## config.mk

```make
export PLATFORM = sky130hd
export DESIGN_NAME = glyph_to_packed_pixel_words_flat
export DESIGN_NICKNAME = d
export VERILOG_FILES = /design/src/rtl/g2p_pkg.sv /design/src/rtl/g2p_if.sv /design/src/rtl/g2p_front.sv /design/src/rtl/g2p_queue.sv /design/src/rtl/g2p_back.sv /design/src/rtl/glyph_to_packed_pixel_words.sv /design/src/flat_wrapper.sv
export VERILOG_INCLUDE_DIRS = /design/src /design/src/rtl
export SDC_FILE = /design/constraint.sdc
export NUM_CORES = 1
export LEC_CHECK = 0
export ABC_AREA = 0
export BUFFER_PORTS_ARGS = -buffer_cell sky130_fd_sc_hd__clkbuf_2
export CORE_AREA = 2 2 233 235
export CTS_CLUSTER_DIAMETER = 30
export DETAILED_ROUTE_END_ITERATION = 8
export DIE_AREA = 0 0 235 237
export PLACE_DENSITY_LB_ADDON = 0.08
export SETUP_SLACK_MARGIN = 0.1
export SLEW_MARGIN = 40
export SYNTH_ARGS = -nofsm -noshare
export SYNTH_HDL_FRONTEND = slang
export SYNTH_SLANG_ARGS = --single-unit
```

## constraint.sdc

```tcl
create_clock -name clock -period 19.6 [get_ports clock]
set_input_delay 0.98 -clock clock [delete_from_list [all_inputs] [get_ports clock]]
set_output_delay 0.98 -clock clock [all_outputs]
set_load 0.005 [all_outputs]
```

## src/rtl/glyph_to_packed_pixel_words_defines.svh

```systemverilog
// Assertion macros shared by the glyph blitter RTL.
`ifndef GLYPH_TO_PACKED_PIXEL_WORDS_DEFINES_SVH
`define GLYPH_TO_PACKED_PIXEL_WORDS_DEFINES_SVH
`ifndef ASSERT_OFF
`define G2P_ASSERT(lbl, clk, rst, prop) \
   lbl: assert property (@(posedge clk) disable iff (rst) prop) \
      else $error("g2p assertion failed");
`define G2P_NEVER(lbl, clk, rst, expr) \
   lbl: assert property (@(posedge clk) disable iff (rst) !(expr)) \
      else $error("g2p forbidden condition seen");
`else
`define G2P_ASSERT(lbl, clk, rst, prop)
`define G2P_NEVER(lbl, clk, rst, expr)
`endif
`endif

```

## src/rtl/g2p_pkg.sv

```systemverilog
// Shared types and constants of the glyph blitter.
`default_nettype none
package g2p_pkg;

   localparam int G2P_PIXELS_PER_BYTE = 4;
   localparam int G2P_QUEUE_DEPTH     = 2;

   localparam logic [6:0] G2P_STRIDE_RESET = 7'd40;
   localparam logic [6:0] G2P_HEIGHT_RESET = 7'd16;

   typedef enum logic {
      G2P_OP_START = 1'b0,
      G2P_OP_DATA  = 1'b1
   } g2p_op_type;

   typedef enum logic {
      G2P_REG_STRIDE = 1'b0,
      G2P_REG_HEIGHT = 1'b1
   } g2p_reg_type;

   // one finished frame buffer word, address not yet formed
   typedef struct packed {
      logic [31:0] data;
      logic [6:0]  col_word;
      logic [9:0]  row;
      logic        done;
   } g2p_word_type;

   // all words produced by one font byte; mask marks the ones present
   typedef struct packed {
      logic [G2P_PIXELS_PER_BYTE-1:0]               mask;
      g2p_word_type [G2P_PIXELS_PER_BYTE-1:0]       words;
   } g2p_packet_type;

   typedef struct packed {
      logic full;
      logic empty;
   } g2p_qctl_type;

endpackage
`default_nettype wire

```

## src/rtl/g2p_if.sv

```systemverilog
// Channel interfaces of the glyph blitter: request, response and register write.
`default_nettype none
interface g2p_req_if;
   logic       valid;
   logic       ready;
   logic       op;
   logic [9:0] origin_x;
   logic [8:0] origin_y;
   logic [6:0] glyph_width;
   logic [7:0] font_byte;

   modport source (output valid, op, origin_x, origin_y, glyph_width, font_byte,
                   input ready);
   modport sink   (input valid, op, origin_x, origin_y, glyph_width, font_byte,
                   output ready);
endinterface

interface g2p_rsp_if;
   logic        valid;
   logic        ready;
   logic [14:0] word_address;
   logic [31:0] word_data;
   logic        last;
   logic        glyph_done;

   modport source (output valid, word_address, word_data, last, glyph_done,
                   input ready);
   modport sink   (input valid, word_address, word_data, last, glyph_done,
                   output ready);
endinterface

interface g2p_csr_if;
   logic       valid;
   logic       ready;
   logic [0:0] index;
   logic [6:0] data;

   modport source (output valid, index, data, input ready);
   modport sink   (input valid, index, data, output ready);
endinterface
`default_nettype wire

```

## src/rtl/g2p_front.sv

```systemverilog
// Front end: takes request items, tracks glyph position and builds word packets.
`default_nettype none
module g2p_front (
   input  wire logic                  clock,
   input  wire logic                  reset,
   g2p_req_if.sink                    req_ch,
   input  wire logic [6:0]            glyph_height,
   input  wire g2p_pkg::g2p_qctl_type q_ctl,
   output logic                       push,
   output g2p_pkg::g2p_packet_type    packet
);
   import g2p_pkg::*;

   logic [9:0]  base_column_ff;
   logic [8:0]  base_row_ff;
   logic [6:0]  active_width_ff;
   logic [6:0]  pixel_column_ff, pixel_column_in;
   logic [6:0]  pixel_row_ff, pixel_row_in;
   logic [31:0] accum_ff, accum_in;
   logic        active_ff, active_in;
   logic        accept;

   assign req_ch.ready = !q_ctl.full;
   assign accept       = req_ch.valid && req_ch.ready;

   // walk the four pixels of the byte; each may close a word
   always_comb begin
      logic [6:0]  pc;
      logic [6:0]  pr;
      logic [31:0] acc;
      logic        act;
      logic [1:0]  pix;
      logic [10:0] col;
      logic        row_end;
      logic        word_end;
      pc       = pixel_column_ff;
      pr       = pixel_row_ff;
      acc      = accum_ff;
      act      = active_ff;
      pix      = '0;
      col      = '0;
      row_end  = 1'b0;
      word_end = 1'b0;
      packet   = '0;
      for (int p = 0; p < G2P_PIXELS_PER_BYTE; p++) begin
         if (act) begin
            pix      = req_ch.font_byte[2*(G2P_PIXELS_PER_BYTE-1-p) +: 2];
            col      = {1'b0, base_column_ff} + {4'd0, pc};
            acc      = acc | ({30'd0, pix} << {~col[3:0], 1'b0});
            pc       = pc + 7'd1;
            row_end  = (pc >= active_width_ff);
            word_end = (col[3:0] == 4'hF);
            if (row_end || word_end) begin
               packet.mask[p]           = 1'b1;
               packet.words[p].data     = acc;
               packet.words[p].col_word = col[10:4];
               packet.words[p].row      = {1'b0, base_row_ff} + {3'd0, pr};
               packet.words[p].done     = 1'b0;
               if (row_end) begin
                  pc = '0;
                  pr = pr + 7'd1;
                  if (pr >= glyph_height) begin
                     packet.words[p].done = 1'b1;
                     act                  = 1'b0;
                  end
               end
               acc = '0;
            end
         end
      end
      pixel_column_in = pc;
      pixel_row_in    = pr;
      accum_in        = acc;
      active_in       = act;
   end

   assign push = accept && (req_ch.op == G2P_OP_DATA) && (packet.mask != '0);

   always_ff @(posedge clock) begin
      if (reset) begin
         active_ff       <= 1'b0;
         base_column_ff  <= '0;
         base_row_ff     <= '0;
         active_width_ff <= '0;
         pixel_column_ff <= '0;
         pixel_row_ff    <= '0;
         accum_ff        <= '0;
      end else if (accept) begin
         unique case (g2p_op_type'(req_ch.op))
            G2P_OP_START: begin
               base_column_ff  <= req_ch.origin_x;
               base_row_ff     <= req_ch.origin_y;
               active_width_ff <= req_ch.glyph_width;
               pixel_column_ff <= '0;
               pixel_row_ff    <= '0;
               accum_ff        <= '0;
               active_ff       <= (req_ch.glyph_width != '0) && (glyph_height != '0);
            end
            G2P_OP_DATA: begin
               pixel_column_ff <= pixel_column_in;
               pixel_row_ff    <= pixel_row_in;
               accum_ff        <= accum_in;
               active_ff       <= active_in;
            end
            default: begin
               active_ff <= active_ff;
            end
         endcase
      end
   end

endmodule
`default_nettype wire

```

## src/rtl/g2p_queue.sv

```systemverilog
// Short packet queue between the front and back ends.
`default_nettype none
`include "glyph_to_packed_pixel_words_defines.svh"
module g2p_queue (
   input  wire logic                    clock,
   input  wire logic                    reset,
   input  wire logic                    push,
   input  wire g2p_pkg::g2p_packet_type push_packet,
   input  wire logic                    pop,
   output g2p_pkg::g2p_packet_type      head,
   output g2p_pkg::g2p_qctl_type        ctl
);
   import g2p_pkg::*;

   localparam int PtrW = (G2P_QUEUE_DEPTH > 1) ? $clog2(G2P_QUEUE_DEPTH) : 1;
   localparam int CntW = $clog2(G2P_QUEUE_DEPTH + 1);
   localparam logic [PtrW-1:0] LastPtr = PtrW'(G2P_QUEUE_DEPTH - 1);
   localparam logic [CntW-1:0] FullCnt = CntW'(G2P_QUEUE_DEPTH);

   g2p_packet_type entries_ff [G2P_QUEUE_DEPTH];
   logic [PtrW-1:0] wr_ptr_ff, wr_ptr_in;
   logic [PtrW-1:0] rd_ptr_ff, rd_ptr_in;
   logic [CntW-1:0] count_ff, count_in;

   assign ctl.full  = (count_ff == FullCnt);
   assign ctl.empty = (count_ff == '0);
   assign head      = entries_ff[rd_ptr_ff];

   always_comb begin
      wr_ptr_in = wr_ptr_ff;
      rd_ptr_in = rd_ptr_ff;
      count_in  = count_ff;
      if (push) begin
         wr_ptr_in = (wr_ptr_ff == LastPtr) ? '0 : wr_ptr_ff + PtrW'(1);
      end
      if (pop) begin
         rd_ptr_in = (rd_ptr_ff == LastPtr) ? '0 : rd_ptr_ff + PtrW'(1);
      end
      priority if (push && !pop) begin
         count_in = count_ff + CntW'(1);
      end else if (pop && !push) begin
         count_in = count_ff - CntW'(1);
      end else begin
         count_in = count_ff;
      end
   end

   always_ff @(posedge clock) begin
      if (reset) begin
         wr_ptr_ff <= '0;
         rd_ptr_ff <= '0;
         count_ff  <= '0;
      end else begin
         wr_ptr_ff <= wr_ptr_in;
         rd_ptr_ff <= rd_ptr_in;
         count_ff  <= count_in;
      end
   end

   always_ff @(posedge clock) begin
      if (push) begin
         entries_ff[wr_ptr_ff] <= push_packet;
      end
   end

   `G2P_NEVER(a_queue_no_overflow, clock, reset, push && ctl.full)
   `G2P_NEVER(a_queue_no_underflow, clock, reset, pop && ctl.empty)

endmodule
`default_nettype wire

```

## src/rtl/g2p_back.sv

```systemverilog
// Back end: unpacks queued packets word by word, forms addresses, drives responses.
`default_nettype none
`include "glyph_to_packed_pixel_words_defines.svh"
module g2p_back (
   input  wire logic                    clock,
   input  wire logic                    reset,
   input  wire g2p_pkg::g2p_packet_type head,
   input  wire g2p_pkg::g2p_qctl_type   q_ctl,
   input  wire logic [6:0]              row_stride,
   output logic                         pop,
   g2p_rsp_if.source                    rsp_ch
);
   import g2p_pkg::*;

   localparam int SelW = $clog2(G2P_PIXELS_PER_BYTE);

   logic [G2P_PIXELS_PER_BYTE-1:0] issued_ff, issued_in;
   logic [G2P_PIXELS_PER_BYTE-1:0] remaining;
   logic [G2P_PIXELS_PER_BYTE-1:0] sel_bit;
   logic [SelW-1:0]                sel;
   logic                           sel_last;
   logic                           issue;

   // multiply stage
   logic        a_valid_ff;
   logic [14:0] a_prod_ff;
   logic [6:0]  a_colw_ff;
   logic [31:0] a_data_ff;
   logic        a_last_ff;
   logic        a_done_ff;

   // output register
   logic        o_valid_ff;
   logic [14:0] o_addr_ff;
   logic [31:0] o_data_ff;
   logic        o_last_ff;
   logic        o_done_ff;

   logic o_ready;
   logic a_ready;
   logic a_move;

   assign o_ready = !o_valid_ff || rsp_ch.ready;
   assign a_ready = !a_valid_ff || o_ready;
   assign a_move  = a_valid_ff && o_ready;

   assign remaining = head.mask & ~issued_ff;

   // lowest remaining word goes first
   always_comb begin
      sel = '0;
      for (int i = G2P_PIXELS_PER_BYTE - 1; i >= 0; i--) begin
         if (remaining[i]) begin
            sel = SelW'(i);
         end
      end
      sel_bit  = G2P_PIXELS_PER_BYTE'(1) << sel;
      sel_last = ((remaining & ~sel_bit) == '0);
   end

   assign issue = !q_ctl.empty && a_ready;
   assign pop   = issue && sel_last;

   always_comb begin
      issued_in = issued_ff;
      if (issue) begin
         issued_in = sel_last ? '0 : (issued_ff | sel_bit);
      end
   end

   always_ff @(posedge clock) begin
      if (reset) begin
         issued_ff  <= '0;
         a_valid_ff <= 1'b0;
         o_valid_ff <= 1'b0;
      end else begin
         issued_ff <= issued_in;
         if (a_ready) begin
            a_valid_ff <= issue;
         end
         if (o_ready) begin
            o_valid_ff <= a_valid_ff;
         end
      end
   end

   // the address wraps at 15 bits, so only the low product bits are kept
   always_ff @(posedge clock) begin
      if (issue) begin
         a_prod_ff <= 15'({7'd0, head.words[sel].row} * {10'd0, row_stride});
         a_colw_ff <= head.words[sel].col_word;
         a_data_ff <= head.words[sel].data;
         a_last_ff <= sel_last;
         a_done_ff <= head.words[sel].done;
      end
      if (a_move) begin
         o_addr_ff <= a_prod_ff + {8'd0, a_colw_ff};
         o_data_ff <= a_data_ff;
         o_last_ff <= a_last_ff;
         o_done_ff <= a_done_ff;
      end
   end

   assign rsp_ch.valid        = o_valid_ff;
   assign rsp_ch.word_address = o_addr_ff;
   assign rsp_ch.word_data    = o_data_ff;
   assign rsp_ch.last         = o_last_ff;
   assign rsp_ch.glyph_done   = o_done_ff;

   `G2P_ASSERT(a_issued_within_mask, clock, reset, !q_ctl.empty |-> ((issued_ff & ~head.mask) == '0))
   `G2P_ASSERT(a_issued_clear_when_empty, clock, reset, q_ctl.empty |-> (issued_ff == '0))

endmodule
`default_nettype wire

```

## src/rtl/glyph_to_packed_pixel_words.sv

```systemverilog
// Top level of the 2bpp glyph blitter: registers, front end, queue and back end.
//
// Usage: send a start item (op 0) carrying origin and glyph width on req_ch, then
// the glyph's font bytes (op 1), four pixels each, rows running on. Each finished
// frame buffer word leaves on rsp_ch with its word address; last marks the final
// word caused by one byte, glyph_done the word that closes the glyph's last row.
// Registers row_stride_words (index 0) and glyph_height (index 1) are written on
// csr_ch, which is always ready.
// The first word of a byte passes the packet queue, the multiply stage and the
// output register before it is valid on rsp_ch. Throughput: one byte per cycle
// while bytes close at most one word and rsp_ch does not stall; a byte closing
// more words holds the back end until each has issued, one word per cycle.
// Reset clears the glyph state and the queue and restores stride 40, height 16.
// When the receiver stalls, the output and multiply registers hold, the two-entry
// packet queue fills, and then req_ch.ready drops.
`default_nettype none
module glyph_to_packed_pixel_words (
   input  wire logic clock,
   input  wire logic reset,
   g2p_req_if.sink   req_ch,
   g2p_rsp_if.source rsp_ch,
   g2p_csr_if.sink   csr_ch
);
   import g2p_pkg::*;

   logic [6:0]     row_stride_ff;
   logic [6:0]     glyph_height_ff;
   logic           push;
   logic           pop;
   g2p_packet_type push_packet;
   g2p_packet_type head;
   g2p_qctl_type   q_ctl;

   assign csr_ch.ready = 1'b1;

   always_ff @(posedge clock) begin
      if (reset) begin
         row_stride_ff   <= G2P_STRIDE_RESET;
         glyph_height_ff <= G2P_HEIGHT_RESET;
      end else if (csr_ch.valid) begin
         unique case (g2p_reg_type'(csr_ch.index))
            G2P_REG_STRIDE: row_stride_ff   <= csr_ch.data;
            G2P_REG_HEIGHT: glyph_height_ff <= csr_ch.data;
            default: begin
               row_stride_ff <= row_stride_ff;
            end
         endcase
      end
   end

   g2p_front u_front (
      .clock        (clock),
      .reset        (reset),
      .req_ch       (req_ch),
      .glyph_height (glyph_height_ff),
      .q_ctl        (q_ctl),
      .push         (push),
      .packet       (push_packet)
   );

   g2p_queue u_queue (
      .clock       (clock),
      .reset       (reset),
      .push        (push),
      .push_packet (push_packet),
      .pop         (pop),
      .head        (head),
      .ctl         (q_ctl)
   );

   g2p_back u_back (
      .clock      (clock),
      .reset      (reset),
      .head       (head),
      .q_ctl      (q_ctl),
      .row_stride (row_stride_ff),
      .pop        (pop),
      .rsp_ch     (rsp_ch)
   );

endmodule
`default_nettype wire

```

## src/flat_wrapper.sv

```systemverilog
// flat-port wrapper written by rule: the top's interface ports become plain ports
module glyph_to_packed_pixel_words_flat import g2p_pkg::*;
  (clock, reset, req_ch_valid, req_ch_op, req_ch_origin_x, req_ch_origin_y, req_ch_glyph_width, req_ch_font_byte, req_ch_ready, rsp_ch_valid, rsp_ch_word_address, rsp_ch_word_data, rsp_ch_last, rsp_ch_glyph_done, rsp_ch_ready, csr_ch_valid, csr_ch_index, csr_ch_data, csr_ch_ready);
  g2p_req_if req_ch_i ();
  g2p_rsp_if rsp_ch_i ();
  g2p_csr_if csr_ch_i ();
  input  wire logic clock;
  input  wire logic reset;
  input wire logic [$bits(req_ch_i.valid)-1:0] req_ch_valid;
  input wire logic [$bits(req_ch_i.op)-1:0] req_ch_op;
  input wire logic [$bits(req_ch_i.origin_x)-1:0] req_ch_origin_x;
  input wire logic [$bits(req_ch_i.origin_y)-1:0] req_ch_origin_y;
  input wire logic [$bits(req_ch_i.glyph_width)-1:0] req_ch_glyph_width;
  input wire logic [$bits(req_ch_i.font_byte)-1:0] req_ch_font_byte;
  output wire logic [$bits(req_ch_i.ready)-1:0] req_ch_ready;
  output wire logic [$bits(rsp_ch_i.valid)-1:0] rsp_ch_valid;
  output wire logic [$bits(rsp_ch_i.word_address)-1:0] rsp_ch_word_address;
  output wire logic [$bits(rsp_ch_i.word_data)-1:0] rsp_ch_word_data;
  output wire logic [$bits(rsp_ch_i.last)-1:0] rsp_ch_last;
  output wire logic [$bits(rsp_ch_i.glyph_done)-1:0] rsp_ch_glyph_done;
  input wire logic [$bits(rsp_ch_i.ready)-1:0] rsp_ch_ready;
  input wire logic [$bits(csr_ch_i.valid)-1:0] csr_ch_valid;
  input wire logic [$bits(csr_ch_i.index)-1:0] csr_ch_index;
  input wire logic [$bits(csr_ch_i.data)-1:0] csr_ch_data;
  output wire logic [$bits(csr_ch_i.ready)-1:0] csr_ch_ready;
  assign req_ch_i.valid = req_ch_valid;
  assign req_ch_i.op = req_ch_op;
  assign req_ch_i.origin_x = req_ch_origin_x;
  assign req_ch_i.origin_y = req_ch_origin_y;
  assign req_ch_i.glyph_width = req_ch_glyph_width;
  assign req_ch_i.font_byte = req_ch_font_byte;
  assign req_ch_ready = req_ch_i.ready;
  assign rsp_ch_valid = rsp_ch_i.valid;
  assign rsp_ch_word_address = rsp_ch_i.word_address;
  assign rsp_ch_word_data = rsp_ch_i.word_data;
  assign rsp_ch_last = rsp_ch_i.last;
  assign rsp_ch_glyph_done = rsp_ch_i.glyph_done;
  assign rsp_ch_i.ready = rsp_ch_ready;
  assign csr_ch_i.valid = csr_ch_valid;
  assign csr_ch_i.index = csr_ch_index;
  assign csr_ch_i.data = csr_ch_data;
  assign csr_ch_ready = csr_ch_i.ready;
  glyph_to_packed_pixel_words u_core (.clock(clock), .reset(reset), .req_ch(req_ch_i), .rsp_ch(rsp_ch_i), .csr_ch(csr_ch_i));
endmodule
```

==> flow_summary.yaml <==
place:
  port_buffers: 98
  routabilityCongestion: 0.956
  hpwlAfterDp_mm: 64.6
  dp.cells: 3664
routing:
  totalWireLength_mm: 97.6
  vias: 24900
  dr.pass1.iters: 7
  post_drt_via_cell_ratio: 6.41
  final_antenna_net_count: 0
  remaining_drc_errors: 0
  drt_iter0_markers: 3063
  wl_per_cell_um: 25.1
critical_path:
  worstPathRequired_ns: 19.89
  critical_path_arrival_ns: 12.31
  slowest_stage: "and2_4"
  cp_num_buf_inv: 2
  path_class: "reg2reg"
  cp_slowest_stage_delay_ns: 0.69
  endpoint_kind: "register"
  cpLargestDelayFamily: "simple AND/OR/NAND/NOR gates"
  cp_max_fo: 76
  cp-start-kind: "register"
  critPathMostFrequentCell: "ha_1"
timing:
  skew_ns: 0.0787
  rsz0062_at_grt: "false"
  max_freq_mhz: 83.2
  hold_ws_ns: 0.411
  period_share: 0.613
  tns_ns: 0
  slew_headroom: 0.331
  final_hold_viol_count: 0
  period_minus_slack_ns: 12.02
  report.final.slew_viol_count: 0
  setup_violations: 0
  tightest_slew_ns: 1.00
logic_synthesis:
  ys_async_sr_fraction: 0
  yosys_warnings: 0
  yosysTopAreaCellShare: 0.466
  synthFlopType: "edfxtp_1"
  yosys_register_bits: 611
  netlist_top_cells_area: "edfxtp_1 (47%), dfxtp_1 (5.9%), ha_1 (5.9%)"
  syn_inst: 2994
  synth_most_common_cell: "edfxtp_1"
  yosysTopAreaCell: "edfxtp_1"
  synth_cell_type_count: 101
  synth-seq-area-share: 0.525
  synth_edf_count: 513
  synth_nets: 3245
  netlist_area_um2: 33100
  synth_common_cells: "edfxtp_1 (513), a21oi_1 (331), nand2_1 (307), nor2_1 (285), mux2i_1 (181)"
  avgSynthCellArea_um2: 11.0
clock_network:
  clock_sinks: 611
  clock_path_buffers: 3
  post_cts_buffers: 0
  clkTransAtPathRegs_ns: 0.05
  ctsHoldBuffers: 0
  numCtsBuffers: 116
  insertion_delay_ns: 0.70
  cts_tree: "done"
  cts-root-buf: "clkbuf_16"
  postCtsResizedCells: 0
  htreeDepth: 3
layout:
  fillers: 3640
  finalNonFillerCells: 3887
  nets: 3339
  multi_input_area_um2: 14800
  num_antenna_cells: 0
  syn2layout_area_growth_pct: 16.1
  drive_gt1_frac: 0.135
  seq_area_um2: 17400
floorplan:
  core.rowCount: 85
  fp.dieW_um: 235
  die_h_um: 237
  die_area_um2: 55700
  initial_utilization: 0.621
  ios: 100
  coreArea_um2: 53300
global_routing:
  grt_remaining_overflow: 0
  antenna_found_initial: 2
  grt_use_total: 0.345
  grt_pass1_wl_mm: 146
  grt_max_degree: 119
  grt_pass1_vias: 24200
pwr:
  p_leak_nw: 13.9
  powerDensity_nw_per_um2: 147
  clkPwrFrac: 0.359
  comb_power_share: 0.324
  sw_frac_of_total: 0.344
  power.switching_mw: 1.94
  intPower_mw: 3.70
  ir_worst_vdd_mv: 0.0963
  p_seq_frac: 0.317
outcome:
  status: "finished clean"
hold_path:
  hold_class: "reg2reg"
flow_run:
  maxCapViolations: 0
## cell type report
cell class,count,area share
Sequential cell,611,0.452
Multi-Input combinational cell,2123,0.386
Clock buffer,137,0.0790
Clock inverter,84,0.0273
Timing Repair Buffer,136,0.0227
Tap cell,696,0.0227
Inverter,100,0.00981
## through the flow
step                      worst slack (ns)  area, um^2   util  power [mW]
after floorplan                       1.57       33100      -        3.06
after global placement                7.94       34100  0.641        3.50
after detailed placement              7.72       34300  0.643        3.59
after CTS                             7.68       38400  0.720        5.63
after global routing                  6.77       38400  0.721        5.89
final                                 7.58       38400  0.721        5.64
## placed cells by master (no fill, tap or decap), drive strengths merged, types with 18 or more instances in the layout
master	instances
xor2	48
o221ai	42
edfxtp	513
dfxtp	98
fa	47
o21bai	20
xnor2	102
and3	18
nor2b	50
a21oi	333
a21o	58
clkbuf	235
o21ai	111
clkinv	39
buf	38
nand2	307
nand2b	23
inv	115
ha	156
nor2	286
mux2i	181
nand3	49
o22a	41
mux2	20
nor3	38
and2	47
## routing by layer
metal / vias up / part of all wire / global-route usage / wire [um]
li1: 11100 / - / - / -
met1: 12100 / 0.42 / 0.498 / 41200
met2: 1459 / 0.44 / 0.512 / 43000
met4: 0 / 0.030 / 0.113 / 2960
met3: 265 / 0.11 / 0.0874 / 10400
met5: - / 0 / 0 / 0
## registers in the layout, indices dropped and copies added, names as in the netlist, 9 cells and up, named ones only
| signal | count |
|---|---|
| u_core.u_queue.entries_ff | 408 |
| u_core.u_back.a_data_ff | 32 |
| u_core.u_back.rsp_ch.word_data | 32 |
| u_core.u_front.accum_ff | 32 |
| u_core.u_back.a_prod_ff | 15 |
| u_core.u_back.rsp_ch.word_address | 15 |
| u_core.u_front.base_column_ff | 10 |
| u_core.u_front.base_row_ff | 9 |
## power by group through the flow
stage               Sequential (mW)  Combinational (mW)  Clock [mW]
finish                         1.79                1.83        2.03
global route                   1.80                1.99        2.10
floorplan                      1.80                1.26           0
detailed placement             1.81                1.78           0
global placement               1.80                1.70           0
CTS                            1.79                1.80        2.04
## cell families (layout without fill, tap and decap cells)
kind of cell / Yosys count / in the layout / synth area share
AO/OA/AOI/OAI: 702 / 702 / 0.134
XOR/XNOR: 150 / 150 / 0.0436
adder cells (fa/ha/maj): 204 / 204 / 0.0878
buffers and inverters: 260 / 457 / 0.0302
flip-flops: 611 / 611 / 0.525
multiplexers: 201 / 201 / 0.0616
other: 1 / 1 / 0.000113
AND/OR/NAND/NOR: 865 / 865 / 0.118
## worst paths after layout
| kind | startpoint | endpoint | slack (ns) | cells after the start |
|---|---|---|---|---|
| setup / recovery | u_core.u_front.pixel_column_ff[0] | u_core.u_queue.entries_ff[1][188] | 7.58 | 40 |
| hold / removal | u_core.u_back.a_done_ff | u_core.u_back.rsp_ch.glyph_done | 0.41 | 0 |
| setup reg to reg | u_core.u_front.pixel_column_ff[0] | u_core.u_queue.entries_ff[1][188] | 7.58 | 40 |
| hold reg to reg | u_core.u_back.a_done_ff | u_core.u_back.rsp_ch.glyph_done | 0.41 | 0 |
(Power assumes the default switching activity.)
